## config.mk

```make
export PLATFORM = sky130hd
export DESIGN_NAME = pixel_average_gamma2_quantize
export DESIGN_NICKNAME = d
export VERILOG_FILES = /design/src/hw/rtl/pagq_pkg.sv /design/src/hw/rtl/pagq_front.sv /design/src/hw/rtl/pagq_queue.sv /design/src/hw/rtl/pagq_back.sv /design/src/hw/rtl/pixel_average_gamma2_quantize.sv
export SDC_FILE = /design/constraint.sdc
export NUM_CORES = 2
export LEC_CHECK = 0
export BUFFER_PORTS_ARGS = -buffer_cell sky130_fd_sc_hd__buf_2
export CAP_MARGIN = 20
export CORE_ASPECT_RATIO = 0.75
export CORE_UTILIZATION = 57
export DETAILED_ROUTE_END_ITERATION = 16
export PLACE_DENSITY = 0.86
export SKIP_CTS_REPAIR_TIMING = 1
export SLEW_MARGIN = 20
export SYNTH_ARGS = -nofsm -noshare
export SYNTH_HDL_FRONTEND = slang
export SYNTH_SLANG_ARGS = --single-unit
```

## constraint.sdc

```tcl
create_clock -name clk -period 7.1 [get_ports clk]
set_input_delay 1.065 -clock clk [delete_from_list [all_inputs] [get_ports clk]]
set_output_delay 1.065 -clock clk [all_outputs]
set_load 0.01 [all_outputs]
```

## src/hw/rtl/pagq_pkg.sv

```systemverilog
`timescale 1ns / 1ps
// ----------------------------------------------------------------------------
// pagq_pkg
// Shared types and constants for the gamma-2 pixel tone mapper.
// ----------------------------------------------------------------------------
package pagq_pkg;

  localparam int SUM_BITS  = 32;
  localparam int FRAC_BITS = 16;
  localparam int SPP_BITS  = 16;
  localparam int UP        = (FRAC_BITS <= 16) ? 16 - FRAC_BITS : 0;
  localparam int DOWN      = (FRAC_BITS > 16) ? FRAC_BITS - 16 : 0;
  localparam int XW        = SUM_BITS + UP;
  localparam int XP        = (XW > 32) ? XW : 32;
  localparam int DIV_STAGES  = 16;
  localparam int SQRT_STAGES = 8;

  typedef struct packed {
    logic [SUM_BITS-1:0] red_sum;
    logic [SUM_BITS-1:0] green_sum;
    logic [SUM_BITS-1:0] blue_sum;
  } pagq_in_t;

  typedef struct packed {
    logic [7:0] red_out;
    logic [7:0] green_out;
    logic [7:0] blue_out;
  } pagq_out_t;

  // One channel after classification: saturated flag, dividend split into
  // the starting remainder and the sixteen quotient bits still to shift in.
  typedef struct packed {
    logic        sat;
    logic [15:0] hi;
    logic [15:0] lo;
  } pagq_chan_t;

  typedef struct packed {
    pagq_chan_t [2:0] ch;
  } pagq_entry_t;

endpackage

```

## src/hw/rtl/pagq_front.sv

```systemverilog
`timescale 1ns / 1ps
// ----------------------------------------------------------------------------
// pagq_front
// Accepts a pixel, scales each sum and flags channels that saturate.
// ----------------------------------------------------------------------------
module pagq_front import pagq_pkg::*; (
  input  logic                clk,
  input  logic                rst,
  input  logic                accept,
  input  pagq_in_t            pixel,
  input  logic [SPP_BITS-1:0] spp,
  output logic                push,
  output pagq_entry_t         entry
);

  logic [SUM_BITS-1:0] sums [3];
  pagq_entry_t         entry_next;

  assign sums[0] = pixel.red_sum;
  assign sums[1] = pixel.green_sum;
  assign sums[2] = pixel.blue_sum;

  always_comb begin
    logic [XP-1:0]    x;
    logic [XP-17:0]   hi;
    entry_next = '0;
    for (int c = 0; c < 3; c++) begin
      x  = (XP'(sums[c]) << UP) >> DOWN;
      hi = x[XP-1:16];
      // index 2 of the packed array is red
      entry_next.ch[2-c].sat = (hi >= (XP-16)'(spp));
      entry_next.ch[2-c].hi  = hi[15:0];
      entry_next.ch[2-c].lo  = x[15:0];
    end
  end

  always_ff @(posedge clk) begin
    if (rst) begin
      push <= 1'b0;
    end else begin
      push <= accept;
    end
    if (accept) begin
      entry <= entry_next;
    end
  end

endmodule

```

## src/hw/rtl/pagq_queue.sv

```systemverilog
`timescale 1ns / 1ps
// ----------------------------------------------------------------------------
// pagq_queue
// Four-entry queue between the front and the arithmetic back end.
// ----------------------------------------------------------------------------
module pagq_queue import pagq_pkg::*; (
  input  logic        clk,
  input  logic        rst,
  input  logic        push,
  input  pagq_entry_t wdata,
  output logic        pop,
  output pagq_entry_t rdata,
  output logic        almost_full
);

  pagq_entry_t mem [4];
  logic [1:0]  wptr;
  logic [1:0]  rptr;
  logic [2:0]  count;

  assign pop         = (count != 3'd0);
  assign rdata       = mem[rptr];
  assign almost_full = (count >= 3'd3);

  always_ff @(posedge clk) begin
    if (rst) begin
      wptr  <= '0;
      rptr  <= '0;
      count <= '0;
    end else begin
      if (push) wptr <= wptr + 2'd1;
      if (pop)  rptr <= rptr + 2'd1;
      count <= count + {2'b0, push} - {2'b0, pop};
    end
    if (push) begin
      mem[wptr] <= wdata;
    end
  end

endmodule

```

## src/hw/rtl/pagq_back.sv

```systemverilog
`timescale 1ns / 1ps
// ----------------------------------------------------------------------------
// pagq_back
// Pipelined divide by the sample count, then square root, one bit a stage.
// ----------------------------------------------------------------------------
module pagq_back import pagq_pkg::*; (
  input  logic                clk,
  input  logic                rst,
  input  logic                in_valid,
  input  pagq_entry_t         in_entry,
  input  logic [SPP_BITS-1:0] spp,
  output logic                done,
  output pagq_out_t           result
);

  logic        dv   [DIV_STAGES];
  logic [15:0] drem [DIV_STAGES][3];
  logic [15:0] dlo  [DIV_STAGES][3];
  logic        dsat [DIV_STAGES][3];

  logic        sv    [SQRT_STAGES];
  logic [15:0] sq    [SQRT_STAGES][3];
  logic [7:0]  sroot [SQRT_STAGES][3];
  logic        ssat  [SQRT_STAGES][3];

  always_ff @(posedge clk) begin
    logic [15:0] rem_in;
    logic [15:0] lo_in;
    logic [16:0] r;
    logic [7:0]  root_in;
    logic [7:0]  trial;
    if (rst) begin
      for (int k = 0; k < DIV_STAGES; k++)  dv[k] <= 1'b0;
      for (int k = 0; k < SQRT_STAGES; k++) sv[k] <= 1'b0;
    end else begin
      dv[0] <= in_valid;
      for (int k = 1; k < DIV_STAGES; k++)  dv[k] <= dv[k-1];
      sv[0] <= dv[DIV_STAGES-1];
      for (int k = 1; k < SQRT_STAGES; k++) sv[k] <= sv[k-1];
    end
    for (int c = 0; c < 3; c++) begin
      // restoring division: shift in one dividend bit, subtract if it fits
      for (int k = 0; k < DIV_STAGES; k++) begin
        rem_in = (k == 0) ? in_entry.ch[2-c].hi : drem[k-1][c];
        lo_in  = (k == 0) ? in_entry.ch[2-c].lo : dlo[k-1][c];
        r      = {rem_in, lo_in[15]};
        if (r >= {1'b0, spp}) begin
          drem[k][c] <= 16'(r - {1'b0, spp});
          dlo[k][c]  <= {lo_in[14:0], 1'b1};
        end else begin
          drem[k][c] <= r[15:0];
          dlo[k][c]  <= {lo_in[14:0], 1'b0};
        end
        dsat[k][c] <= (k == 0) ? in_entry.ch[2-c].sat : dsat[k-1][c];
      end
      // square root: try each root bit from the top
      for (int k = 0; k < SQRT_STAGES; k++) begin
        root_in = (k == 0) ? 8'd0 : sroot[k-1][c];
        trial   = root_in | (8'd1 << (SQRT_STAGES - 1 - k));
        sq[k][c] <= (k == 0) ? dlo[DIV_STAGES-1][c] : sq[k-1][c];
        if ({8'd0, trial} * {8'd0, trial} <= ((k == 0) ? dlo[DIV_STAGES-1][c] : sq[k-1][c])) begin
          sroot[k][c] <= trial;
        end else begin
          sroot[k][c] <= root_in;
        end
        ssat[k][c] <= (k == 0) ? dsat[DIV_STAGES-1][c] : ssat[k-1][c];
      end
    end
  end

  assign done = sv[SQRT_STAGES-1];
  assign result.red_out   = ssat[SQRT_STAGES-1][0] ? 8'hFF : sroot[SQRT_STAGES-1][0];
  assign result.green_out = ssat[SQRT_STAGES-1][1] ? 8'hFF : sroot[SQRT_STAGES-1][1];
  assign result.blue_out  = ssat[SQRT_STAGES-1][2] ? 8'hFF : sroot[SQRT_STAGES-1][2];

endmodule

```

## src/hw/rtl/pixel_average_gamma2_quantize.sv

```systemverilog
`timescale 1ns / 1ps
// ----------------------------------------------------------------------------
// pixel_average_gamma2_quantize
// Averages accumulated RGB sums, applies gamma 2 and quantizes to 8 bits.
// ----------------------------------------------------------------------------
// Usage:
//   Write the samples-per-pixel count through cfg_we / cfg_wdata while idle;
//   a count of zero is stored as one. Reset sets the count to one and
//   empties the pipeline.
//   Present a pixel on pixel and raise start; it is taken on an edge where
//   busy is low. One request may be issued every cycle.
//   Each result appears on result for one cycle with done high, after the
//   front register, the queue entry and the back end. The receiver cannot
//   stall, so results are never held; the front stage and queue only
//   decouple classification from the 16 division stages and 8 square root
//   stages of the back end. Throughput is one pixel per cycle.
// ----------------------------------------------------------------------------
module pixel_average_gamma2_quantize import pagq_pkg::*; (
  input  logic                clk,
  input  logic                rst,
  input  logic                cfg_we,
  input  logic [SPP_BITS-1:0] cfg_wdata,
  input  logic                start,
  output logic                busy,
  input  pagq_in_t            pixel,
  output logic                done,
  output pagq_out_t           result
);

  logic [SPP_BITS-1:0] spp;
  logic                push;
  logic                pop;
  logic                full;
  pagq_entry_t         fentry;
  pagq_entry_t         qentry;

  always_ff @(posedge clk) begin
    if (rst) begin
      spp <= SPP_BITS'(1);
    end else if (cfg_we) begin
      spp <= (cfg_wdata == '0) ? SPP_BITS'(1) : cfg_wdata;
    end
  end

  assign busy = full;

  pagq_front u_front (
    .clk(clk), .rst(rst), .accept(start && !busy), .pixel(pixel), .spp(spp),
    .push(push), .entry(fentry)
  );

  pagq_queue u_queue (
    .clk(clk), .rst(rst), .push(push), .wdata(fentry),
    .pop(pop), .rdata(qentry), .almost_full(full)
  );

  pagq_back u_back (
    .clk(clk), .rst(rst), .in_valid(pop), .in_entry(qentry), .spp(spp),
    .done(done), .result(result)
  );

endmodule

```

==> flow_summary_export.csv <==
group,metric,value,unit
setup_path,critical_path_class,"flop to flop",
grt,track_usage,0.250,
status,status,"finished clean",
timing,final_hold_viol_count,0,
logic_synthesis,synthArstFlopShare,0,
logic_synthesis,synth_nets,12100,
timing,rsz0062_at_grt,"no",
place,portBuffers,141,
setup_path,r2r_start,"u_back.sroot[1][69]",
drt,vias_per_cell,5.81,
clocking,h-tree-depth,4,
setup_path,critPathCaptureType,"flop",
clocking,clkSinkCount,2549,
timing,slew_viol_final,0,
clocking,cts_tree,"done",
setup_path,worst-path-max-fanout,9,
floorplan,dieArea,0.210,mm^2
final_layout,nNetsFinal,12500,
drt,drt-wirelength-per-cell,19.3,um
run,cap_violations,0,
timing,final.setup.tns,0,ns
setup_path,startpoint,"u_back.sroot[1][69]",
clocking,numCtsBuffers,232,
clocking,root_buffer,"clkbuf_16",
clocking,clk_pin_slew,0.07,ns
clocking,clk_latency,0.91,ns
timing,finalSetupViolations,0,
drt,drc_errors,0,
final_layout,area_delta_synth_final,10.5,%
timing,period_share,0.813,
clocking,ctsLongestPathBuffers,4,
place,dp_slack,1.33,ns
grt,grt_max_degree,71,
timing,tightest_slew,1.14,ns
grt,grt_pass1_wl,424,mm
timing,fin_worst_skew,0.0879,ns
final_layout,seqCellArea,0.0560,mm^2
drt,wirelength,266,mm
drt,final_antenna_net_count,0,
logic_synthesis,yosysSeqAreaShare,0.472,
place,place_congestion,0.914,
timing,fmax,173,MHz
logic_synthesis,ys_ff_latch,2549,
logic_synthesis,synth_cell_types,83,
floorplan,die-width,528,um
drt,drt_iter0_markers,6599,
grt,antenna_found_initial,4,
floorplan,io_pins,142,
worst_hold_path,min_from,"u_back.dlo[0][41]",
setup_path,cp.required,7.84,ns
drt,firstDrtPassIters,8,
logic_synthesis,syn_inst,10500,
floorplan,core_area,0.206,mm^2
logic_synthesis,ys.flop_type,"dfxtp_1",
logic_synthesis,syn_area_per_cell,11.3,um^2
floorplan,initial_utilization,0.575,
logic_synthesis,syn_area,0.118,mm^2
worst_hold_path,hp-class,"flop to flop",
floorplan,fp-row-count,144,
final_layout,drive_above_1_share,0.122,
setup_path,start_kind,"flop",
setup_path,crit_arrival,6.51,ns
logic_synthesis,synth_edf_count,495,
grt,grt_pass1_vias,81000,
timing,maxSlewHeadroom,0.239,
timing,fin_hold_ws,0.269,ns
grt,globalRouteOverflowTotal,0,
final_layout,n_fill_cell,15000,
drt,num_vias,80100,
final_layout,multiInputGateArea,0.0588,mm^2
timing,finalCriticalPeriod,5.77,ns
logic_synthesis,yosys_warnings,0,
timing,fin_ws,1.33,ns
place,hpwlAfterDp,187,mm
floorplan,fp.dieH,397,um
==> worst max-delay path, cell delays in order, from the launching register on <==
cell and delay [ns]:
dfxtp_1 0.55, inv_1 0.24, nor2_1 0.25, fa_1 0.48, fa_1 0.55, inv_1 0.06
fa_1 0.51, fa_1 0.55, inv_1 0.04, ha_1 0.22, or3_1 0.37, o211a_1 0.23
o21a_1 0.19, o21a_1 0.21, o31ai_1 0.28, xor2_1 0.13, ha_1 0.31, nand4_1 0.11
a211oi_1 0.18, nor2_1 0.06, a21o_1 0.15
==> final timing paths <==
path	to	slack (ns)	depth (start not counted)
max	u_back.sroot[1][88]	1.33	20
min	u_back.dlo[0][90]	0.27	0
max reg2reg	u_back.sroot[1][88]	1.33	20
min reg2reg	u_back.dlo[0][90]	0.27	0
==> placed cells by master (no fill, tap or decap), types with 29 or more instances in the layout <==
cell       netlist  final
clkbuf_16        0    243
a21o_1         248    248
nand3_1        159    159
nand2b_1       157    157
or3_1           29     29
nand4_1        136    136
nor4_1          62     62
buf_2           36    141
o211a_1         50     50
or2_2           62     62
a31oi_1        110    110
a21oi_1        457    457
o221ai_1        29     29
and3_1          43     43
o211ai_1        94     94
clkinv_2         0     42
o31a_1          38     38
nor2b_1        173    173
o21bai_1        67     67
nor3_1         105    105
edfxtp_1       495    495
xor2_1         181    181
mux2_2         506    506
a211oi_1       107    107
mux4_2          93     93
buf_4            3     64
ha_1          1314   1314
and2_1          96     91
inv_1          859    845
fa_1           207    207
xnor2_1        439    439
nand2_1        435    435
nor2_1         624    624
o21a_1          71     71
o31ai_1         65     65
mux2i_1        161    161
o21ai_0        348    348
a21boi_0        67     67
dfxtp_1       2054   2050
==> synthesized netlist by cell type, types with 24 or more instances <==
master / number / area, um^2
a21o_1: 248 / 1860
and2_1: 96 / 601
o211a_1: 50 / 500
nor2b_1: 173 / 1080
mux4_2: 93 / 2090
buf_2: 36 / 180
o221ai_1: 29 / 254
ha_1: 1314 / 16400
inv_1: 859 / 3220
o21a_1: 71 / 533
nand4_1: 136 / 851
o211ai_1: 94 / 706
or3_1: 29 / 181
mux2_2: 506 / 5700
a21oi_1: 457 / 2290
o31a_1: 38 / 333
o31ai_1: 65 / 488
nand3_1: 159 / 796
o21bai_1: 67 / 503
nor2_1: 624 / 2340
a21boi_0: 67 / 503
fa_1: 207 / 4140
o21ai_0: 348 / 1740
nand2b_1: 157 / 982
and3_1: 43 / 269
nand2_1: 435 / 1630
a31oi_1: 110 / 688
nor3_1: 105 / 526
nor4_1: 62 / 388
or2_2: 62 / 388
a211oi_1: 107 / 803
mux2i_1: 161 / 1610
o21ai_1: 26 / 130
dfxtp_1: 2054 / 41100
edfxtp_1: 495 / 14900
a221oi_1: 24 / 210
xnor2_1: 439 / 3840
xor2_1: 181 / 1590
clkbuf_1: 49 / 184
==> flip-flops by register name, summed over array words and instances (netlist names), 2 cells and up, named ones only <==
register / cells
u_back.dlo: 768
u_back.drem: 720
u_queue.mem: 396
u_back.sq: 336
u_back.sroot: 108
u_front.entry: 99
u_back.dsat: 48
u_back.ssat: 24
spp: 16
u_back.dv: 16
u_back.sv: 8
u_queue.count: 3
u_queue.rptr: 2
u_queue.wptr: 2
==> kinds of logic (layout without fill, tap and decap cells) <==
kind of cell	count (synthesis)	count (layout)	synth area share
AOI/OAI and AO/OA	1928	1928	0.108
xor gates and xnor gates	620	620	0.0458
adders and majority gates	1521	1521	0.174
buffers and inverters	969	1496	0.0312
DFF	2549	2549	0.472
muxes	767	767	0.0803
other	0	1	0
and+or+nand+nor	2137	2137	0.0888
==> metrics by stage <==
stage | util | instance area [um^2] | std cells
floorplan | - | 118000 | 10500
global placement | 0.597 | 123000 | 13400
detailed placement | 0.597 | 123000 | 13400
CTS | 0.635 | 131000 | 13800
global route | 0.636 | 131000 | 13800
finish | 0.636 | 131000 | 13800
==> layer usage <==
layer,vias up,track usage,wire length [um]
met1,38200,0.331,115000
met3,715,0.0401,20000
met5,-,0,13
met2,3103,0.409,121000
met4,2,0.0946,10000
li1,38100,-,-
==> cell type report <==
class / instances / share of cell area
flip-flops and latches: 2549 / 0.428
multi-input cells: 6973 / 0.449
repair buffers: 213 / 0.0103
well taps: 2774 / 0.0265
inverters: 864 / 0.0249
diodes: 1 / 0.0000191
clock inverters: 125 / 0.0112
clock buffers: 294 / 0.0499
Power is not shown: default switching activity piles up to over one toggle a cycle in this logic, so the estimate is an artifact.
